[config.mk]
export PLATFORM = sky130hd
export DESIGN_NAME = whole_word_line_search
export DESIGN_NICKNAME = d
export VERILOG_FILES = /design/src/hdl/whl_pkg.sv /design/src/hdl/whl_cell.sv /design/src/hdl/whl_res_fifo.sv /design/src/hdl/whole_word_line_search.sv
export SDC_FILE = /design/constraint.sdc
export NUM_CORES = 2
export LEC_CHECK = 0
export BUFFER_PORTS_ARGS = -buffer_cell sky130_fd_sc_hd__buf_4
export CORE_ASPECT_RATIO = 0.5
export CORE_UTILIZATION = 50
export DETAILED_ROUTE_END_ITERATION = 12
export PLACE_DENSITY = 0.71
export SYNTH_ARGS = -nofsm -noshare
export SYNTH_HDL_FRONTEND = slang
export SYNTH_SLANG_ARGS = --single-unit
[constraint.sdc]
create_clock -name clk -period 10.25 [get_ports clk]
set_input_delay 0.5125 -clock clk [delete_from_list [all_inputs] [get_ports clk]]
set_output_delay 0.5125 -clock clk [all_outputs]
set_load 0.005 [all_outputs]
[src/hdl/whl_pkg.sv]
// Shared types, constants and character helpers for the whole-word line search.
// Used by every module under hdl; depends on nothing else.
`default_nettype none

package whl_pkg;

	localparam int NEEDLE_MAX_DEF = 16;
	localparam int COUNT_BITS_DEF = 32;

	localparam int SIZE_W     = 5;   // needle size register
	localparam int SIZE_CMP_W = 8;   // room for sizes and cell positions up to 255
	localparam int FIELD_W    = 32;  // count and line fields of a result
	localparam int LIMIT_W    = 32;
	localparam int CFG_W      = 64;
	localparam int CFG_IDX_W  = 3;
	localparam int RES_DEPTH  = 4;   // result queue, power of two

	localparam logic [7:0] CHAR_LF     = 8'h0A;
	localparam logic [7:0] CHAR_CR     = 8'h0D;
	localparam logic [7:0] CHAR_US     = 8'h5F;
	localparam logic [7:0] CASE_OFFSET = 8'd32;
	localparam int         HIGH_BIT    = 7;  // set on bytes of 0x80 and up

	typedef enum logic [CFG_IDX_W-1:0] {
		CFG_NEEDLE_LOW  = 3'd0,
		CFG_NEEDLE_HIGH = 3'd1,
		CFG_NEEDLE_SIZE = 3'd2,
		CFG_IGNORE_CASE = 3'd3,
		CFG_REPORT_LIM  = 3'd4
	} cfg_idx_t;

	typedef enum logic [1:0] {
		KIND_MATCH   = 2'd0,
		KIND_SUMMARY = 2'd1,
		KIND_ABORT   = 2'd2,
		KIND_BAD_CFG = 2'd3
	} kind_t;

	typedef struct packed {
		logic [7:0] subject_byte;
		logic       end_of_subject;
	} subj_t;

	typedef struct packed {
		kind_t              kind;
		logic [FIELD_W-1:0] line_index;
		logic [FIELD_W-1:0] reported_total;
		logic [FIELD_W-1:0] matched_total;
		logic               final_res;
	} res_t;

	// Control shared by every cell of the window chain
	typedef struct packed {
		logic              shift;
		logic              clear;
		logic              ignore_case;
		logic [SIZE_W-1:0] needle_size;
	} cell_ctl_t;

	function automatic logic is_word_char(input logic [7:0] c);
		return (c >= "A" && c <= "Z") || (c >= "a" && c <= "z") ||
		       (c >= "0" && c <= "9") || (c == CHAR_US);
	endfunction

	function automatic logic [7:0] lower_char(input logic [7:0] c);
		return (c >= "A" && c <= "Z") ? c + CASE_OFFSET : c;
	endfunction

endpackage

`default_nettype wire

[src/hdl/whl_cell.sv]
// One position of the recent-byte window: holds a byte and its valid bit,
// checks it against its needle byte or as the leading word boundary. Uses whl_pkg.
`default_nettype none

module whl_cell #(
	parameter int IDX        = 0,
	parameter int NEEDLE_MAX = whl_pkg::NEEDLE_MAX_DEF
) (
	input  wire logic                        clk,
	input  wire logic                        arst_n,
	input  wire whl_pkg::cell_ctl_t          ctl,
	input  wire logic [NEEDLE_MAX-1:0][7:0]  needle,
	input  wire logic [7:0]                  byte_in,
	input  wire logic                        valid_in,
	output logic      [7:0]                  byte_q,
	output logic                             valid_q,
	output logic                             pass_cur,
	output logic                             pass_nxt
);
	import whl_pkg::*;

	localparam int NIW = (NEEDLE_MAX > 1) ? $clog2(NEEDLE_MAX) : 1;

	logic [SIZE_CMP_W-1:0] size_w;
	logic [SIZE_CMP_W-1:0] pos_w;
	logic [SIZE_CMP_W-1:0] nidx;
	logic [7:0]            nbyte;
	logic [7:0]            cur_c;
	logic [7:0]            nxt_c;
	logic                  in_needle;
	logic                  at_edge;

	always_comb begin
		size_w    = {{(SIZE_CMP_W-SIZE_W){1'b0}}, ctl.needle_size};
		pos_w     = SIZE_CMP_W'(IDX);
		in_needle = pos_w < size_w;
		at_edge   = pos_w == size_w;
		// newest byte lines up with the last needle byte
		nidx      = size_w - pos_w - SIZE_CMP_W'(1);
		nbyte     = (nidx < SIZE_CMP_W'(NEEDLE_MAX)) ? needle[nidx[NIW-1:0]] : 8'd0;
		cur_c     = ctl.ignore_case ? lower_char(byte_q) : byte_q;
		nxt_c     = ctl.ignore_case ? lower_char(byte_in) : byte_in;
		if (in_needle) begin
			pass_cur = valid_q && (cur_c == nbyte);
			pass_nxt = valid_in && (nxt_c == nbyte);
		end else if (at_edge) begin
			pass_cur = !(valid_q && is_word_char(byte_q));
			pass_nxt = !(valid_in && is_word_char(byte_in));
		end else begin
			pass_cur = 1'b1;
			pass_nxt = 1'b1;
		end
	end

	always_ff @(posedge clk or negedge arst_n) begin
		if (!arst_n) begin
			valid_q <= 1'b0;
		end else if (ctl.clear) begin
			valid_q <= 1'b0;
		end else if (ctl.shift) begin
			valid_q <= valid_in;
		end
	end

	always_ff @(posedge clk) begin
		if (ctl.shift) begin
			byte_q <= byte_in;
		end
	end

endmodule

`default_nettype wire

[src/hdl/whl_res_fifo.sv]
// Small result queue: takes up to two results a cycle, gives one.
// Uses whl_pkg for the result type and depth.
`default_nettype none

module whl_res_fifo (
	input  wire logic                                  clk,
	input  wire logic                                  arst_n,
	input  wire logic [1:0]                            push_cnt,
	input  wire whl_pkg::res_t [1:0]                   push_data,
	input  wire logic                                  pop,
	output whl_pkg::res_t                              head,
	output logic [$clog2(whl_pkg::RES_DEPTH):0]        level
);
	import whl_pkg::*;

	localparam int PW = $clog2(RES_DEPTH);

	res_t          mem_q [0:RES_DEPTH-1];
	logic [PW-1:0] wr_ptr_q;
	logic [PW-1:0] rd_ptr_q;
	logic [PW:0]   level_q;
	logic [PW-1:0] wr_next;

	assign wr_next = wr_ptr_q + PW'(1);
	assign head    = mem_q[rd_ptr_q];
	assign level   = level_q;

	always_ff @(posedge clk) begin
		if (push_cnt != 2'd0) begin
			mem_q[wr_ptr_q] <= push_data[0];
		end
		if (push_cnt == 2'd2) begin
			mem_q[wr_next] <= push_data[1];
		end
	end

	always_ff @(posedge clk or negedge arst_n) begin
		if (!arst_n) begin
			wr_ptr_q <= '0;
			rd_ptr_q <= '0;
			level_q  <= '0;
		end else begin
			wr_ptr_q <= wr_ptr_q + PW'(push_cnt);
			if (pop) begin
				rd_ptr_q <= rd_ptr_q + PW'(1);
			end
			level_q <= level_q + (PW+1)'(push_cnt) - (PW+1)'(pop);
		end
	end

endmodule

`default_nettype wire

[src/hdl/whole_word_line_search.sv]
// Top level of the whole-word line search: config registers, line tracking,
// counters, the cell chain (whl_cell) and the result queue (whl_res_fifo). Uses whl_pkg.
//
//   channel | direction | handshake          | payload
//   subj    | in        | subj_valid/stall   | whl_pkg::subj_t (byte, end of subject)
//   res     | out       | res_valid/stall    | whl_pkg::res_t (kind, line, totals, final)
//   cfg     | in        | cfg_wr_en          | cfg_index, cfg_wdata
//
// One subject byte is taken per cycle while subj_stall is low; its window compare, line close
// and counter update complete in the cycle it is accepted, across the cell chain in parallel.
// A byte gives up to two results, queued and sent one per cycle while res_stall is low;
// subj_stall rises while the result queue has fewer than two free slots.
// Reset clears the line state, counters, window valid bits and queue, and loads
// the register defaults (needle size one, report limit all ones).
`default_nettype none

module whole_word_line_search #(
	parameter int NEEDLE_MAX = whl_pkg::NEEDLE_MAX_DEF,
	parameter int COUNT_BITS = whl_pkg::COUNT_BITS_DEF
) (
	input  wire logic                          clk,
	input  wire logic                          arst_n,
	input  wire logic                          subj_valid,
	output logic                               subj_stall,
	input  wire whl_pkg::subj_t                subj,
	output logic                               res_valid,
	input  wire logic                          res_stall,
	output whl_pkg::res_t                      res,
	input  wire logic                          cfg_wr_en,
	input  wire logic [whl_pkg::CFG_IDX_W-1:0] cfg_index,
	input  wire logic [whl_pkg::CFG_W-1:0]     cfg_wdata
);
	import whl_pkg::*;

	localparam int CW  = COUNT_BITS;
	localparam int LVW = $clog2(RES_DEPTH) + 1;
	localparam int WW  = CW + LIMIT_W;

	// configuration
	logic [63:0]         needle_lo_q;
	logic [63:0]         needle_hi_q;
	logic [SIZE_W-1:0]   needle_size_q;
	logic                ignore_case_q;
	logic [LIMIT_W-1:0]  report_limit_q;

	// subject state
	logic                line_hit_q;
	logic [CW-1:0]       current_line_q;
	logic                after_cr_q;
	logic                aborted_q;
	logic [CW-1:0]       hit_lines_q;
	logic [CW-1:0]       sent_lines_q;

	logic [NEEDLE_MAX-1:0][7:0] needle;
	logic [7:0]                 chain_byte  [0:NEEDLE_MAX+1];
	logic [NEEDLE_MAX+1:0]      chain_valid;
	logic [NEEDLE_MAX:0]        pass_cur;
	logic [NEEDLE_MAX:0]        pass_nxt;
	cell_ctl_t                  ctl;

	logic            take;
	logic [7:0]      b;
	logic            eos;
	logic            bad;
	logic            act;
	logic            hi_byte;
	logic            is_lf;
	logic            is_cr;
	logic            do_abort;
	logic            skip_lf;
	logic            brk;
	logic            reg_byte;
	logic            probe_cur;
	logic            probe_nxt;
	logic            line_hit_new;
	logic            eos_close;
	logic            hit_b;
	logic            hit_e;
	logic            matched;
	logic            room;
	logic            report;
	logic [CW-1:0]   sent_next;
	logic [CW-1:0]   hit_next;
	logic [CW-1:0]   line_next;
	logic [WW-1:0]   cur_line_ext;
	logic [WW-1:0]   sent_ext;
	logic [WW-1:0]   rep_ext;
	logic [WW-1:0]   hit_ext;
	logic [WW-1:0]   limit_ext;
	res_t            match_res;
	res_t            sum_res;
	res_t [1:0]      push_data;
	logic [1:0]      push_cnt;
	logic [LVW-1:0]  fifo_level;

	// needle bytes past the two registers read as zero
	for (genvar j = 0; j < NEEDLE_MAX; j++) begin : g_needle
		if (j < 8) begin : g_lo
			assign needle[j] = needle_lo_q[8*j +: 8];
		end else if (j < 16) begin : g_hi
			assign needle[j] = needle_hi_q[8*(j-8) +: 8];
		end else begin : g_zero
			assign needle[j] = 8'd0;
		end
	end

	assign chain_byte[0]  = subj.subject_byte;
	assign chain_valid[0] = 1'b1;

	for (genvar i = 0; i <= NEEDLE_MAX; i++) begin : g_cell
		whl_cell #(
			.IDX        (i),
			.NEEDLE_MAX (NEEDLE_MAX)
		) u_cell (
			.clk      (clk),
			.arst_n   (arst_n),
			.ctl      (ctl),
			.needle   (needle),
			.byte_in  (chain_byte[i]),
			.valid_in (chain_valid[i]),
			.byte_q   (chain_byte[i+1]),
			.valid_q  (chain_valid[i+1]),
			.pass_cur (pass_cur[i]),
			.pass_nxt (pass_nxt[i])
		);
	end

	assign take      = subj_valid && !subj_stall;
	assign b         = subj.subject_byte;
	assign eos       = subj.end_of_subject;
	assign probe_cur = &pass_cur;
	assign probe_nxt = &pass_nxt;

	always_comb begin
		bad      = (needle_size_q == '0) ||
		           ({{(SIZE_CMP_W-SIZE_W){1'b0}}, needle_size_q} > SIZE_CMP_W'(NEEDLE_MAX));
		act      = take && !bad && !aborted_q;
		hi_byte  = b[HIGH_BIT];
		is_lf    = b == CHAR_LF;
		is_cr    = b == CHAR_CR;
		do_abort = act && hi_byte;
		skip_lf  = act && is_lf && after_cr_q;
		brk      = act && (is_cr || (is_lf && !after_cr_q));
		reg_byte = act && !hi_byte && !is_lf && !is_cr;

		// occurrence ending at the newest byte, closed by a non-word byte
		line_hit_new = line_hit_q || (reg_byte && probe_cur && !is_word_char(b));
		eos_close    = take && eos && !bad && !aborted_q && !do_abort;
		hit_b        = brk && (line_hit_q || probe_cur);
		// after a break close the line is empty and cannot match
		hit_e        = eos_close && (reg_byte ? (line_hit_new || probe_nxt) :
		                             (!brk && (line_hit_q || probe_cur)));
		matched      = hit_b || hit_e;

		sent_ext  = {{LIMIT_W{1'b0}}, sent_lines_q};
		limit_ext = {{CW{1'b0}}, report_limit_q};
		room      = sent_ext < limit_ext;
		report    = matched && room;

		sent_next = (report && !(&sent_lines_q)) ? sent_lines_q + CW'(1) : sent_lines_q;
		hit_next  = (matched && !(&hit_lines_q)) ? hit_lines_q + CW'(1) : hit_lines_q;
		line_next = (&current_line_q) ? current_line_q : current_line_q + CW'(1);

		cur_line_ext = {{LIMIT_W{1'b0}}, current_line_q};
		rep_ext      = {{LIMIT_W{1'b0}}, sent_next};
		hit_ext      = {{LIMIT_W{1'b0}}, hit_next};

		match_res                = '0;
		match_res.kind           = KIND_MATCH;
		match_res.line_index     = cur_line_ext[FIELD_W-1:0];

		sum_res                  = '0;
		sum_res.final_res        = 1'b1;
		if (bad) begin
			sum_res.kind = KIND_BAD_CFG;
		end else if (aborted_q || do_abort) begin
			sum_res.kind = KIND_ABORT;
		end else begin
			sum_res.kind           = KIND_SUMMARY;
			sum_res.reported_total = rep_ext[FIELD_W-1:0];
			sum_res.matched_total  = hit_ext[FIELD_W-1:0];
		end

		match_res.final_res = !eos;
		push_data[1]        = sum_res;
		push_data[0]        = report ? match_res : sum_res;
		push_cnt            = take ? (2'(report) + 2'(eos)) : 2'd0;

		ctl.shift       = reg_byte;
		ctl.clear       = (take && eos) || brk;
		ctl.ignore_case = ignore_case_q;
		ctl.needle_size = needle_size_q;
	end

	always_ff @(posedge clk or negedge arst_n) begin
		if (!arst_n) begin
			needle_lo_q    <= '0;
			needle_hi_q    <= '0;
			needle_size_q  <= SIZE_W'(1);
			ignore_case_q  <= 1'b0;
			report_limit_q <= '1;
		end else if (cfg_wr_en) begin
			case (cfg_index)
				CFG_NEEDLE_LOW:  needle_lo_q    <= cfg_wdata;
				CFG_NEEDLE_HIGH: needle_hi_q    <= cfg_wdata;
				CFG_NEEDLE_SIZE: needle_size_q  <= cfg_wdata[SIZE_W-1:0];
				CFG_IGNORE_CASE: ignore_case_q  <= cfg_wdata[0];
				CFG_REPORT_LIM:  report_limit_q <= cfg_wdata[LIMIT_W-1:0];
				default: ;
			endcase
		end
	end

	always_ff @(posedge clk or negedge arst_n) begin
		if (!arst_n) begin
			line_hit_q     <= 1'b0;
			current_line_q <= '0;
			after_cr_q     <= 1'b0;
			aborted_q      <= 1'b0;
			hit_lines_q    <= '0;
			sent_lines_q   <= '0;
		end else if (take) begin
			if (eos) begin
				// drop all per-subject state
				line_hit_q     <= 1'b0;
				current_line_q <= '0;
				after_cr_q     <= 1'b0;
				aborted_q      <= 1'b0;
				hit_lines_q    <= '0;
				sent_lines_q   <= '0;
			end else begin
				if (do_abort) begin
					aborted_q <= 1'b1;
				end
				if (skip_lf || reg_byte) begin
					after_cr_q <= 1'b0;
				end else if (brk) begin
					after_cr_q <= is_cr;
				end
				if (brk) begin
					line_hit_q     <= 1'b0;
					current_line_q <= line_next;
				end else if (reg_byte) begin
					line_hit_q <= line_hit_new;
				end
				hit_lines_q  <= hit_next;
				sent_lines_q <= sent_next;
			end
		end
	end

	whl_res_fifo u_res_fifo (
		.clk       (clk),
		.arst_n    (arst_n),
		.push_cnt  (push_cnt),
		.push_data (push_data),
		.pop       (res_valid && !res_stall),
		.head      (res),
		.level     (fifo_level)
	);

	assign res_valid  = fifo_level != '0;
	assign subj_stall = fifo_level > LVW'(RES_DEPTH - 2);

endmodule

`default_nettype wire
# Yosys cells after proc, flatten, opt, wreduce, memory -nomap -nowiden
# Memories as Yosys holds them, arrays and structs flattened.
# Cells that the tools add are included.
word_totals:
  regBits: 425
  ram_bits: 396
  in_bits: 81
  wordCells: 806
  memories: 1
mem_list:
  columns: ["memory", "words", "width", "read_ports", "rd_ports_with_merged_regs", "wr", "line_no", "source"]
  rows:
  - ["u_res_fifo.mem_q", 4, 99, 1, 0, 2, "whl_res_fifo.sv:18", "res_t mem_q [0:RES_DEPTH-1];"]
op_classes:
  add_sub_neg: 59
  order_cmp: 162
  eq_ne: 76
  muxes: 215
  n_reduce_logical: 245
op_table:
  columns: ["cell", "n"]
  rows:
  - ["8-bit two-way mux", 70]
  - ["8-bit binary-select mux with 4-bit select", 17]
  - ["8-bit by 7-bit greater-or-equal comparator with 1-bit output, second input constant", 36]
  - ["8-bit by 7-bit less-or-equal comparator with 1-bit output, second input constant", 36]
  - ["8-bit == test", 34]
  - ["32-bit two-way mux", 7]
  - ["8-bit by 6-bit adder with 8-bit output, second input constant", 18]
  - ["8-bit by 7-bit == test with 1-bit output, second input constant", 18]
  - ["8-bit by 6-bit greater-or-equal comparator with 1-bit output, second input constant", 18]
  - ["8-bit by 6-bit less-or-equal comparator with 1-bit output, second input constant", 18]
  - ["8-bit by 5-bit < comparator with 1-bit output, second input constant", 17]
  - ["1-bit logical AND", 128]
  - ["64-bit two-way mux", 2]
  - ["8-bit by 1-bit subtractor with 8-bit output, second input constant", 16]
  - ["1-bit two-way mux", 115]
  - ["99-bit two-way mux", 1]
  - ["32-bit by 1-bit adder with 32-bit output, second input constant", 3]
  - ["32-bit AND reduction", 3]
  - ["4-bit by 5-bit < comparator with 1-bit output, second input constant", 17]
  - ["1-bit logical OR", 63]
  - ["5-bit by 4-bit subtractor with 6-bit output, second input constant", 8]
  - ["4-bit by 5-bit == test with 1-bit output, first input constant", 8]
  - ["4-bit by 5-bit < comparator with 1-bit output, first input constant", 8]
  - ["17-bit AND reduction", 2]
  - ["other kinds (34)", 94]

# Logic depth before layout (Yosys ltp)
logic_depth:
  ltp_word: 23
  depth_mapped: 32

# By module
# A second synthesis with hierarchy kept.
hier_totals:
  hier_cells: 6214
  area_unflattened_um2: 71962.8
modules_own_cells:
  columns: ["module", "instances", "cells_each", "area_each_um2", "seq_area_each_um2"]
  rows:
  - ["whl_res_fifo", 1, 995, 19488.7, 12066.6]
  - ["whole_word_line_search", 1, 1484, 14224.9, 6672.6]
  - ["whl_cell at g_cell[2].u_cell", 1, 285, 2524.9, 265.3]
  - ["whl_cell at g_cell[9].u_cell", 1, 247, 2504.9, 265.3]
  - ["whl_cell at g_cell[7].u_cell", 1, 241, 2398.6, 265.3]
  - ["whl_cell at g_cell[14].u_cell", 1, 225, 2366.0, 265.3]
  - ["whl_cell at g_cell[10].u_cell", 1, 233, 2318.5, 265.3]
  - ["whl_cell at g_cell[1].u_cell", 1, 224, 2312.2, 265.3]
  - ["whl_cell at g_cell[15].u_cell", 1, 229, 2296.0, 265.3]
  - ["whl_cell at g_cell[6].u_cell", 1, 239, 2288.4, 265.3]
  - ["whl_cell at g_cell[3].u_cell", 1, 237, 2262.2, 265.3]
  - ["whl_cell at g_cell[5].u_cell", 1, 209, 2199.6, 265.3]
  - ["whl_cell at g_cell[8].u_cell", 1, 228, 2185.8, 265.3]
  - ["whl_cell at g_cell[13].u_cell", 1, 205, 2152.1, 265.3]
  - ["5 more rows", null, null, null, null]

# Worst setup path before layout
# No wires, ideal clock.
synth_path:
  kind: "reg-to-reg"
  from: "register needle_size_q[0]"
  to: "memory u_res_fifo.mem_q[1][57] (netlist bit) (data pin)"
  t_arrival_ps: 8486
  slack_ps: 1611
  path_stages_with_launch: 31
  n_path_buf: 9
  path_cell_list: "dfstp_2 -> buf_6 -> buf_4 -> buf_6 -> inv_2 -> buf_1 -> ha_1 -> buf_6 -> buf_12 -> buf_12 -> buf_8 -> nor3b_2 -> mux2i_1 -> a311oi_4 -> buf_6 -> mux4_2 -> xnor2_1 -> a31oi_1 -> o2bb2ai_1 -> nand4_1 -> a22oi_1 -> or3b_2 -> o41a_1 -> a21oi_1 -> ha_1 -> nand2_1 -> nor4_1 -> nor2_1 -> inv_1 -> nand3_1 -> a31oi_1"
synth_rtl:
  columns: ["item", "line_no", "source"]
  rows:
  - ["start, declared", "whole_word_line_search.sv:42", "logic [SIZE_W-1:0] needle_size_q;"]
  - ["start signal, assigned", "whole_word_line_search.sv:206", "CFG_NEEDLE_SIZE: needle_size_q <= cfg_wdata[SIZE_W-1:0];"]
  - ["end, declared", "whl_res_fifo.sv:18", null]

==> flow_metrics.env <==
export IMPL_stdcell_count=6593
export IMPL_synth_area_leader_cell="edfxtp_1"
export IMPL_critPathLaunchType="flop"
export IMPL_io_buffer_count=181
export IMPL_synth_async_reset_ratio=0.352
export IMPL_finalMaxSlewViolations=0
export IMPL_yosys_cell_types_count=117
export IMPL_netlist_area_leader_share=0.221
export IMPL_power_switching_uw=6900
export IMPL_drt_pass1_iterations=6
export IMPL_cap_violations=0
export IMPL_synth_most_common_cell="edfxtp_1"
export IMPL_cp_slowest_cell="dfstp_4"
export IMPL_finalHoldViolations=0
export IMPL_die_w_um=468
export IMPL_cp_num_buf_inv=6
export IMPL_via_per_inst=6.94
export IMPL_clock_latency_ns=0.71
export IMPL_cts_setup_buffers=0
export IMPL_max_stage_delay_ns=0.94
export IMPL_critPathRequiredTime_ns=10.75
export IMPL_synth_avg_cell_area_um2=10.7
export IMPL_critPathCaptureType="flop"
export IMPL_synth_seq_cells=821
export IMPL_h_tree_depth=3
export IMPL_grt_pass1_wl_um=291000
export IMPL_hp_class="in -> reg"
export IMPL_fmax_mhz=115
export IMPL_antenna_left=0
export IMPL_synth_edf_count=400
export IMPL_wl_um=200000
export IMPL_skew_ns=0.0313
export IMPL_period_needed_ns=8.68
export IMPL_ioPinCount=182
export IMPL_max_slew_margin_rel=0.140
export IMPL_outcome="finished, final reports clean"
export IMPL_intPower_uw=8370
export IMPL_dpl_instance_area_um2=57100
export IMPL_num_rows=85
export IMPL_place_inst=6445
export IMPL_dieArea_um2=110000
export IMPL_place_ws_ns=2.04
export IMPL_pwr_share_seq=0.276
export IMPL_path_common_cell="buf_4"
export IMPL_p_comb_frac=0.524
export IMPL_final_nets=5283
export IMPL_finalCritPeriodShare=0.847
export IMPL_peakVddDrop_v=0.000217
export IMPL_start_util=0.505
export IMPL_vias=45800
export IMPL_rsz0062_at_grt="false"
export IMPL_area_delta_synth_final_pct=9.97
export IMPL_grt_pass1_vias=42300
export IMPL_design_area_um2=59700
export IMPL_crit_type="reg -> reg"
export IMPL_pwr_share_clk=0.200
export IMPL_post_route_drc_count=0
export IMPL_powerDensity_nw_per_um2=256
export IMPL_netlist_instances=5061
export IMPL_cts_sinks=821
export IMPL_cp_max_fo=171
export IMPL_routedWlPerCell_um=30.3
export IMPL_cp_data_arrival_time_ns=9.18
export IMPL_yosysWarnings=0
export IMPL_gr_usage_all_layers=0.357
export IMPL_final_layout_size_suffix_gt1_frac=0.198
export IMPL_die_h_um=235
export IMPL_synth_area_um2=54300
export IMPL_ys_flop_type="edfxtp_1"
export IMPL_finalWeightedCongestion=1.07
export IMPL_tightest_slew_ns=1.28
export IMPL_cts_tree="done"
export IMPL_setup_slack_ns=1.57
export IMPL_yosys_top_cells_area="edfxtp_1 22%, dfrtp_1 12%, mux4_2 9.1%"
export IMPL_path_cells="inv_2 > ha_4 > buf_12 > mux2i_1 > mux4_2 > mux2i_1 > nand2_1 > xnor2_1 > a21boi_0 > o41ai_1 > buf_4 > nand3_1 > nor4b_2 > nand4_1 > a21oi_1 > buf_4 > ha_1 > nand2_1 > nor3_1 > buf_4 > a21oi_4 > buf_4 > a211oi_1"
export IMPL_cts_resized_gates=0
export IMPL_clk_pin_slew_ns=0.07
export IMPL_netSwitchingFraction=0.452
export IMPL_hpwlAfterDp_um=148000
export IMPL_drtIter0Drc=6076
export IMPL_setup_viol=0
export IMPL_crit_family="simple AND/OR/NAND/NOR gates"
export IMPL_synth_common_cells="400 x edfxtp_1, 314 x nand2_1, 258 x clkbuf_1, 256 x dfrtp_1, 241 x nor2_1"
export IMPL_cts_root_buffer="clkbuf_16"
export IMPL_setup_tns_ns=0
export IMPL_overflow=0
export IMPL_synth_nets=5253
export IMPL_clock_path_buffers=3
export IMPL_seq_area_frac_synth=0.404
export IMPL_grt_start_max_net_pins=172
export IMPL_grt_antenna_before_repair=9
export IMPL_ctsHoldBuffers=1
export IMPL_cts_buffers=78
export IMPL_core_area_um2=108000
export IMPL_p_leak_uw=0.0216
## power groups by stage
stage                     Sequential [uW]  Clock [uW]  Combinational (uW)
final                                4220        3050                8010
after global routing                 4250        3200                8240
after CTS                            4200        3070                7730
after detailed placement             4260           0                7690
after global placement               4240           0                7610
after floorplan                      4040           0                4950
## path summary, 6_finish.rpt
path | slack (ns) | cells after the start | start | end
worst max-delay path | 1.57 | 23 | needle_size_q[0] | u_res_fifo.mem_q[2][52]
worst min-delay path | 0.05 | 2 | cfg_wdata[47] | needle_lo_q[47]
worst max register to register | 1.57 | 23 | needle_size_q[0] | u_res_fifo.mem_q[2][52]
worst min register to register | 0.47 | 1 | u_res_fifo.mem_q[1][0] | u_res_fifo.mem_q[1][0]
max in group asynchronous | 8.23 | 3 | arst_n | g_cell[8].u_cell.valid_q
min in group asynchronous | 0.43 | 2 | arst_n | u_res_fifo.rd_ptr_q[1]
## metal layers
metal	share of wire	wire, um	GRT usage
met5	0.00012	23	0
met4	0.027	5310	0.0873
met3	0.11	22900	0.0899
met2	0.43	85800	0.520
met1	0.43	85500	0.530
## per-stage QoR
| step | util | hold slack (ns) | total power, uW |
|---|---|---|---|
| after floorplan | - | 0.217 | 8990 |
| after global placement | 0.530 | 0.441 | 11900 |
| after detailed placement | 0.530 | 0.449 | 12000 |
| after CTS | 0.555 | 0.000233 | 15000 |
| after global routing | 0.555 | 0.0243 | 15700 |
| final | 0.555 | 0.0490 | 15300 |
## cells by family after synthesis
group | Yosys count | share of synthesized area
xor+xnor | 237 | 0.0402
buf+inv | 539 | 0.0441
compound gates | 1219 | 0.162
simple gates | 1475 | 0.146
mux | 659 | 0.179
flops | 821 | 0.404
fa+ha+maj | 111 | 0.0257
## registers in the layout (all words and copies together) (netlist names), 32 cells and up
name and flops:
report_limit_q 32, current_line_q 32, sent_lines_q 32, g_cell.u_cell.byte_q 136, u_res_fifo.mem_q 396, needle_lo_q 64, hit_lines_q 32, needle_hi_q 64
## cell usage in the layout, fill, tap and decap left out, types with 60 or more instances in the layout
cell type  count
a211oi_1     177
a21oi_1      145
a22o_1       136
and2_1        64
and3_1        60
buf_4        300
clkbuf_16     80
dfrtp_1      253
dfxtp_1      132
edfxtp_1     400
ha_1         109
inv_1        166
mux2_2       236
mux2i_1      197
mux4_2       219
nand2_1      313
nand3_1      143
nand4_1       78
nor2_1       233
nor3_1       160
nor4_1        62
o211ai_1      67
o21ai_0      217
xnor2_1      152
xor2_1        74
## final cells by class
cell class	count	area [um^2]
Clock inverter	28	354
Clock buffer	116	2250
Antenna cell	3	7.51
Sequential cell	821	21900
Timing Repair Buffer	316	2560
Inverter	173	649
Multi-Input combinational cell	3701	30200
Fill cell	9038	47900
Tap cell	1435	1800
No activity file was read; power rests on OpenSTA's default activity.
